[src/rtl/mrfb_pkg.sv]
// Package with the shared types, constants and CRC function of the Modbus frame builder.
`timescale 1ns / 1ps
package mrfb_pkg;

  localparam int unsigned FrameLen = 8;
  localparam int unsigned IdxW     = $clog2(FrameLen);

  localparam logic [15:0] CrcInit     = 16'hFFFF;
  // Reflected form of the 0x8005 polynomial.
  localparam logic [15:0] CrcPolyRefl = 16'hA001;

  typedef struct packed {
    logic        kind;
    logic [7:0]  target_address;
    logic [7:0]  function_code;
    logic [15:0] register_address;
    logic [15:0] data_word;
  } req_t;

  typedef struct packed {
    logic [7:0] frame_byte;
    logic       last;
  } byte_t;

  // One byte into a reflected CRC-16. This is a fixed XOR network.
  function automatic logic [15:0] crc_add_byte(input logic [15:0] crc_in, input logic [7:0] b);
    logic [15:0] c;
    c = crc_in ^ {8'h00, b};
    for (int k = 0; k < 8; k++) begin
      if (c[0]) begin
        c = (c >> 1) ^ CrcPolyRefl;
      end else begin
        c = c >> 1;
      end
    end
    return c;
  endfunction

endpackage

[src/rtl/mrfb_if.sv]
// Handshake channel interfaces for requests, frame bytes and configuration writes.
`timescale 1ns / 1ps
interface mrfb_req_if;
  logic          valid;
  logic          ready;
  mrfb_pkg::req_t data;
  modport source (output valid, output data, input ready);
  modport sink   (input valid, input data, output ready);
endinterface

interface mrfb_byte_if;
  logic           valid;
  logic           ready;
  mrfb_pkg::byte_t data;
  modport source (output valid, output data, input ready);
  modport sink   (input valid, input data, output ready);
endinterface

interface mrfb_cfg_if;
  logic       valid;
  logic       ready;
  logic [7:0] data;
  modport source (output valid, output data, input ready);
  modport sink   (input valid, input data, output ready);
endinterface

[src/rtl/modbus_request_frame_builder.sv]
// Top level of the Modbus-RTU style request frame builder with CRC-16 pipeline.
`timescale 1ns / 1ps
//
//   channel   direction  word                                   accepted when
//   in_req    in         kind, target, function, register, data valid && ready
//   out_byte  out        frame_byte, last                       valid && ready
//   cfg_wr    in         device_address (8 bits)                valid (ready is always high)
//
// A request passes three CRC stages, two frame bytes folded into the CRC per
// stage, and is then loaded into the frame serializer, which sends one word per
// cycle while the output is ready; a new request can be accepted every cycle
// until the stages fill. The sustained rate is set by the one-byte-wide output.
// The first byte is offered once the request has passed stages 1, 2 and 3 and
// been loaded into the serializer. Reset is synchronous and active low and sets
// the device address to 1. A stall on the output holds the serializer and the
// stages behind it; nothing is dropped or repeated.
module modbus_request_frame_builder (
  input  logic              clk,
  input  logic              rst_n,
  mrfb_req_if.sink          in_req,
  mrfb_byte_if.source       out_byte,
  mrfb_cfg_if.sink          cfg_wr
);

  // Configuration register.
  logic [7:0] dev_addr_r;

  // Pipeline stage registers: the six frame bytes and the running CRC.
  logic        s1_v_r, s2_v_r, s3_v_r;
  logic [7:0]  s1_bytes_r [6];
  logic [7:0]  s2_bytes_r [6];
  logic [7:0]  s3_bytes_r [6];
  logic [15:0] s1_crc_r, s2_crc_r, s3_crc_r;

  // Serializer holding one complete frame.
  logic                       ser_v_r;
  logic [7:0]                 frame_r [mrfb_pkg::FrameLen];
  logic [mrfb_pkg::IdxW-1:0]  idx_r;

  logic       last_byte;
  logic       ser_free;
  logic       rdy1, rdy2, rdy3;
  logic       in_fire;
  logic [7:0] stn_byte;

  // The serializer takes a new frame when empty or when its last word leaves.
  assign last_byte = (idx_r == mrfb_pkg::IdxW'(mrfb_pkg::FrameLen - 1));
  assign ser_free  = !ser_v_r || (out_byte.ready && last_byte);

  // Each stage advances when it is empty or the stage after it moves.
  assign rdy3 = !s3_v_r || ser_free;
  assign rdy2 = !s2_v_r || rdy3;
  assign rdy1 = !s1_v_r || rdy2;

  assign in_req.ready = rdy1;
  assign in_fire      = in_req.valid && rdy1;
  assign cfg_wr.ready = 1'b1;

  assign stn_byte = in_req.data.kind ? in_req.data.target_address : dev_addr_r;

  always_ff @(posedge clk) begin
    if (!rst_n) begin
      dev_addr_r <= 8'd1;
    end else if (cfg_wr.valid) begin
      dev_addr_r <= cfg_wr.data;
    end
  end

  // Stage 1: build the frame bytes and fold in the station and function bytes.
  always_ff @(posedge clk) begin
    if (!rst_n) begin
      s1_v_r <= 1'b0;
    end else if (rdy1) begin
      s1_v_r <= in_req.valid;
    end
    if (in_fire) begin
      s1_bytes_r[0] <= stn_byte;
      s1_bytes_r[1] <= in_req.data.function_code;
      s1_bytes_r[2] <= in_req.data.register_address[7:0];
      s1_bytes_r[3] <= in_req.data.register_address[15:8];
      s1_bytes_r[4] <= in_req.data.data_word[7:0];
      s1_bytes_r[5] <= in_req.data.data_word[15:8];
      s1_crc_r <= mrfb_pkg::crc_add_byte(
                    mrfb_pkg::crc_add_byte(mrfb_pkg::CrcInit, stn_byte),
                    in_req.data.function_code);
    end
  end

  // Stage 2: register address bytes.
  always_ff @(posedge clk) begin
    if (!rst_n) begin
      s2_v_r <= 1'b0;
    end else if (rdy2) begin
      s2_v_r <= s1_v_r;
    end
    if (rdy2 && s1_v_r) begin
      s2_bytes_r <= s1_bytes_r;
      s2_crc_r   <= mrfb_pkg::crc_add_byte(mrfb_pkg::crc_add_byte(s1_crc_r, s1_bytes_r[2]),
                                           s1_bytes_r[3]);
    end
  end

  // Stage 3: data word bytes; the CRC is final here.
  always_ff @(posedge clk) begin
    if (!rst_n) begin
      s3_v_r <= 1'b0;
    end else if (rdy3) begin
      s3_v_r <= s2_v_r;
    end
    if (rdy3 && s2_v_r) begin
      s3_bytes_r <= s2_bytes_r;
      s3_crc_r   <= mrfb_pkg::crc_add_byte(mrfb_pkg::crc_add_byte(s2_crc_r, s2_bytes_r[4]),
                                           s2_bytes_r[5]);
    end
  end

  // Serializer: loads a whole frame, then steps through it one word per accept.
  always_ff @(posedge clk) begin
    if (!rst_n) begin
      ser_v_r <= 1'b0;
      idx_r   <= '0;
    end else if (ser_free) begin
      ser_v_r <= s3_v_r;
      idx_r   <= '0;
    end else if (out_byte.ready) begin
      idx_r   <= idx_r + 1'b1;
    end
    if (ser_free && s3_v_r) begin
      for (int i = 0; i < 6; i++) begin
        frame_r[i] <= s3_bytes_r[i];
      end
      frame_r[6] <= s3_crc_r[7:0];
      frame_r[7] <= s3_crc_r[15:8];
    end
  end

  assign out_byte.valid           = ser_v_r;
  assign out_byte.data.frame_byte = frame_r[idx_r];
  assign out_byte.data.last       = last_byte;

`ifndef SYNTH
  // A stalled final stage keeps its CRC until the serializer takes it.
  a_s3_hold: assert property (@(posedge clk) disable iff (!rst_n)
    (s3_v_r && !rdy3) |=> (s3_v_r && $stable(s3_crc_r)))
    else $error("stage 3 lost its frame during a stall");

  // A stalled output word keeps its position in the frame.
  a_idx_hold: assert property (@(posedge clk) disable iff (!rst_n)
    (ser_v_r && !out_byte.ready) |=> (ser_v_r && $stable(idx_r)))
    else $error("serializer moved while stalled");

  // After a non-final word leaves, the next word of the same frame follows.
  a_idx_step: assert property (@(posedge clk) disable iff (!rst_n)
    (ser_v_r && out_byte.ready && !last_byte) |=> (ser_v_r && idx_r == $past(idx_r) + 1'b1))
    else $error("serializer skipped or repeated a word");
`endif

endmodule
[src/flat_wrapper.sv]
// flat-port wrapper written by rule: the top's interface ports become plain ports
module modbus_request_frame_builder_flat 
  (clk, rst_n, in_req_valid, in_req_data, in_req_ready, out_byte_valid, out_byte_data, out_byte_ready, cfg_wr_valid, cfg_wr_data, cfg_wr_ready);
  mrfb_req_if in_req_i ();
  mrfb_byte_if out_byte_i ();
  mrfb_cfg_if cfg_wr_i ();
  input  logic clk;
  input  logic rst_n;
  input wire logic [$bits(in_req_i.valid)-1:0] in_req_valid;
  input wire logic [$bits(in_req_i.data)-1:0] in_req_data;
  output wire logic [$bits(in_req_i.ready)-1:0] in_req_ready;
  output wire logic [$bits(out_byte_i.valid)-1:0] out_byte_valid;
  output wire logic [$bits(out_byte_i.data)-1:0] out_byte_data;
  input wire logic [$bits(out_byte_i.ready)-1:0] out_byte_ready;
  input wire logic [$bits(cfg_wr_i.valid)-1:0] cfg_wr_valid;
  input wire logic [$bits(cfg_wr_i.data)-1:0] cfg_wr_data;
  output wire logic [$bits(cfg_wr_i.ready)-1:0] cfg_wr_ready;
  assign in_req_i.valid = in_req_valid;
  assign in_req_i.data = in_req_data;
  assign in_req_ready = in_req_i.ready;
  assign out_byte_valid = out_byte_i.valid;
  assign out_byte_data = out_byte_i.data;
  assign out_byte_i.ready = out_byte_ready;
  assign cfg_wr_i.valid = cfg_wr_valid;
  assign cfg_wr_i.data = cfg_wr_data;
  assign cfg_wr_ready = cfg_wr_i.ready;
  modbus_request_frame_builder u_core (.clk(clk), .rst_n(rst_n), .in_req(in_req_i), .out_byte(out_byte_i), .cfg_wr(cfg_wr_i));
endmodule
[config.mk]
export PLATFORM = sky130hd
export DESIGN_NAME = modbus_request_frame_builder_flat
export DESIGN_NICKNAME = d
export VERILOG_FILES = /design/src/rtl/mrfb_pkg.sv /design/src/rtl/mrfb_if.sv /design/src/rtl/modbus_request_frame_builder.sv /design/src/flat_wrapper.sv
export SDC_FILE = /design/constraint.sdc
export NUM_CORES = 1
export LEC_CHECK = 0
export ABC_CLOCK_PERIOD_IN_PS = 12400
export BUFFER_PORTS_ARGS = -buffer_cell sky130_fd_sc_hd__buf_2
export CAP_MARGIN = 0
export CORE_UTILIZATION = 42
export DETAILED_ROUTE_END_ITERATION = 16
export HOLD_SLACK_MARGIN = 0.03
export MAX_ROUTING_LAYER = met4
export PLACE_DENSITY_LB_ADDON = 0.05
export SLEW_MARGIN = 30
export SYNTH_ARGS = -nofsm -noshare
export SYNTH_HDL_FRONTEND = slang
export SYNTH_SLANG_ARGS = --single-unit
export TNS_END_PERCENT = 10
[constraint.sdc]
create_clock -name clk -period 12.4 [get_ports clk]
set_input_delay 1.24 -clock clk [delete_from_list [all_inputs] [get_ports clk]]
set_output_delay 1.24 -clock clk [all_outputs]
set_load 0.02 [all_outputs]
==> results.ini <==
[worst_setup_path]
r2r_slack_ns = 9.46
critical_path_class = in2out
crit_family = compound AO/OA/AOI/OAI gates
cpMostUsedCell = buf_2
critPathMaxFanout = 6
crit_buf_inv = 2
worst_setup_path_start_kind = primary input
required_ns = 11.16
crit_chain = buf_2 -> a21boi_0 -> and3_1 -> nand2_1 -> buf_2
critPathSlowestCell = a21boi_0
critPathArrivalTime_ns = 2.71
crit_path_end_kind = primary output
cpPeakStageDelay_ns = 0.69

[floorplan]
dieArea_sq_mm = 0.0248
rows = 56
ios = 74
initial_core_util_pct = 43.0
die_y_microns = 157
fp.dieW_microns = 157
core_area_sq_mm = 0.0236

[timing]
maxSlewHeadroom_pct = 41.0
worst_slew_pin_slew_ns = 0.878
rsz0062_at_grt = false
setup_tns_ns = 0
max_freq_mhz = 253
finalHoldViolCount = 0
period_minus_slack_ns = 3.95
fin_skew_ns = 0.00529
final_max_slew_viol_count = 0
fin_crit_sh_pct = 31.9
setup_violations = 0
worst_slack_ns = 8.45

[power_and_ir_drop]
power.density_mw_per_mm2 = 202
swShare_pct = 21.9
pwr-share-seq_pct = 47.4
net-switching-power_uw = 528
p_int_mw = 1.88
finalPower_mw = 2.41
leakagePower_nw = 4.11
pwr-share-clk_pct = 36.5
max-vdd-ir-drop_uv = 80.2
comb_power_share_pct = 16.1

[grt]
grt_pass1_vias = 4469
grt_pass1_wl_microns = 25100
grt_max_degree = 65
antenna_found_initial = 0
grt-ovfl-total = 0
grt_usage_pct = 14.3

[worst_hold_path]
worstHoldPathType = reg2reg

[route]
drt_iter0_drc = 163
routed.top_layer = met4
drtPass1Iterations = 4
wl_per_cell_microns = 17.8
wl_met2_microns = 8200
ant_nets = 0
wl_met1_microns = 7280
drt_wl_total_microns = 16500
vias = 4210
avgViaCountPerCell = 4.56
wl_met3_microns = 716
drc_errors = 0

[synth]
yosysMostFrequentCell = edfxtp_1
yosys_warnings = 0
synth_seq_cells = 274
synthCells = 488
synthArstFlopShare_pct = 0
netlist_area_sq_mm = 0.0101
synth_top_area_share_pct = 75.8
yosysTopAreaCell = edfxtp_1
ys_seq_area_share_pct = 79.3
synth_common_cells = 256 x edfxtp_1, 71 x xnor2_1, 33 x xor2_1
synth_area_leaders = edfxtp_1 76%, xnor2_1 6.1%, dfxtp_1 3.6%
synthDistinctLibCells = 29
syn_nets = 552
avgSynthCellArea_sq_um = 20.8
ys.flop_type = edfxtp_1
synth_edf_count = 256

[final_layout]
final_core_util_pct = 50.4
n_fill_cell = 1956
final_cell_area_sq_mm = 0.0119
antenna_cells = 0
nets = 648
drive_above_1_share_pct = 25.6
syn_to_final_growth_pct = 17.3

[outcome]
status = completed

[clock_tree]
clock_path_buffers = 3
clock-sinks = 274
htree_levels = 1
cts_buffers = 28
clk_root_buffer_cell = clkbuf_16
clock_latency_ns = 0.52
cts_resized = 0
cts_tree = done
postCtsHoldBufs = 0
clk_pin_slew_ns = 0.06
post_cts_buffers = 0

[flow_run]
maxCapViolCount = 0

[placed_design]
placed_area_sq_mm = 0.0109
place_congestion = 0.775
place_ws_ns = 8.43
portBuffers = 72

## state kept, by name (all words and copies together) (netlist names), named ones only
name,count
u_core.frame_r,64
u_core.s1_bytes_r,48
u_core.s2_bytes_r,48
u_core.s3_bytes_r,48
u_core.s1_crc_r,16
u_core.s2_crc_r,16
u_core.s3_crc_r,16
u_core.dev_addr_r,8
u_core.idx_r,3
u_core.out_byte.valid,1
u_core.s1_v_r,1
u_core.s2_v_r,1
u_core.s3_v_r,1
## area by class of cell
cell class | count | area, sq um | area share, %
Sequential cell | 274 | 8050 | 67.6
Multi-Input combinational cell | 198 | 2060 | 17.3
Clock buffer | 34 | 744 | 6.26
Tap cell | 319 | 399 | 3.35
Timing Repair Buffer | 77 | 398 | 3.34
Clock inverter | 17 | 236 | 1.99
Inverter | 5 | 18.8 | 0.158
## cells by family after synthesis
kind of cell	after synthesis	synth area share, %
XOR/XNOR	115	11.4
other	1	0.0370
AO/OA/AOI/OAI	12	0.690
flip-flops	274	79.3
buffers and inverters	16	0.691
adder cells (fa/ha/maj)	2	0.247
AND/OR/NAND/NOR	27	1.44
multiplexers	41	6.18
## power by group through the flow
stage / combinational [mW] / sequential (mW) / clock [mW]
6_report: 0.388 / 1.14 / 0.878
5_1_grt: 0.421 / 1.15 / 0.941
4_1_cts: 0.401 / 1.14 / 0.906
3_5_place_dp: 0.399 / 1.16 / 0
3_3_place_gp: 0.396 / 1.16 / 0
2_1_floorplan: 0.315 / 1.16 / 0
## final timing paths
check                                                startpoint                              end  depth (start not counted)
worst max-delay path                             out_byte_ready                     in_req_ready                          5
worst min-delay path            u_core.s1_bytes_r[15]$_DFFE_PP_  u_core.s2_bytes_r[15]$_DFFE_PP_                          0
worst max register to register     u_core.idx_r[0]$_SDFFE_PP0P_  u_core.s1_bytes_r[25]$_DFFE_PP_                          7
worst min register to register  u_core.s1_bytes_r[15]$_DFFE_PP_  u_core.s2_bytes_r[15]$_DFFE_PP_                          0
## metrics by stage
| stage | std cells | hold slack [ns] |
|---|---|---|
| floorplan | 488 | 0.400 |
| CTS | 924 | 0.414 |
| global placement | 873 | 0.400 |
| detailed placement | 873 | 0.405 |
| finish | 924 | 0.415 |
| global route | 924 | 0.421 |
## placed cells by master, fill, tap and decap left out, types with 3 or more instances in the layout
cell type  Yosys  final
buf_4          2      5
mux2i_1       12     12
xnor3_1        7      7
bufinv_16      0      6
clkbuf_16      0     29
mux4_2        16     16
dfxtp_1       18     17
o21ai_0        3      3
xor2_1        33     33
nand2_1        6      6
a21oi_1        5      5
inv_1          5      5
buf_2          2     72
nor2b_1       11      9
clkbuf_1       6      5
nor2_1         4      4
edfxtp_1     256    256
xnor2_1       71     71
clkinv_1       0      4
mux2_2        13     13
clkinv_2       0      5
## routing by layer
| metal | track usage [%] | vias up |
|---|---|---|
| met5 | - | - |
| met4 | 4.21 | 0 |
| met2 | 23.9 | 90 |
| met1 | 17.9 | 2070 |
| met3 | 2.56 | 23 |
| li1 | - | 2027 |
No activity file was read; power rests on OpenSTA's default activity.
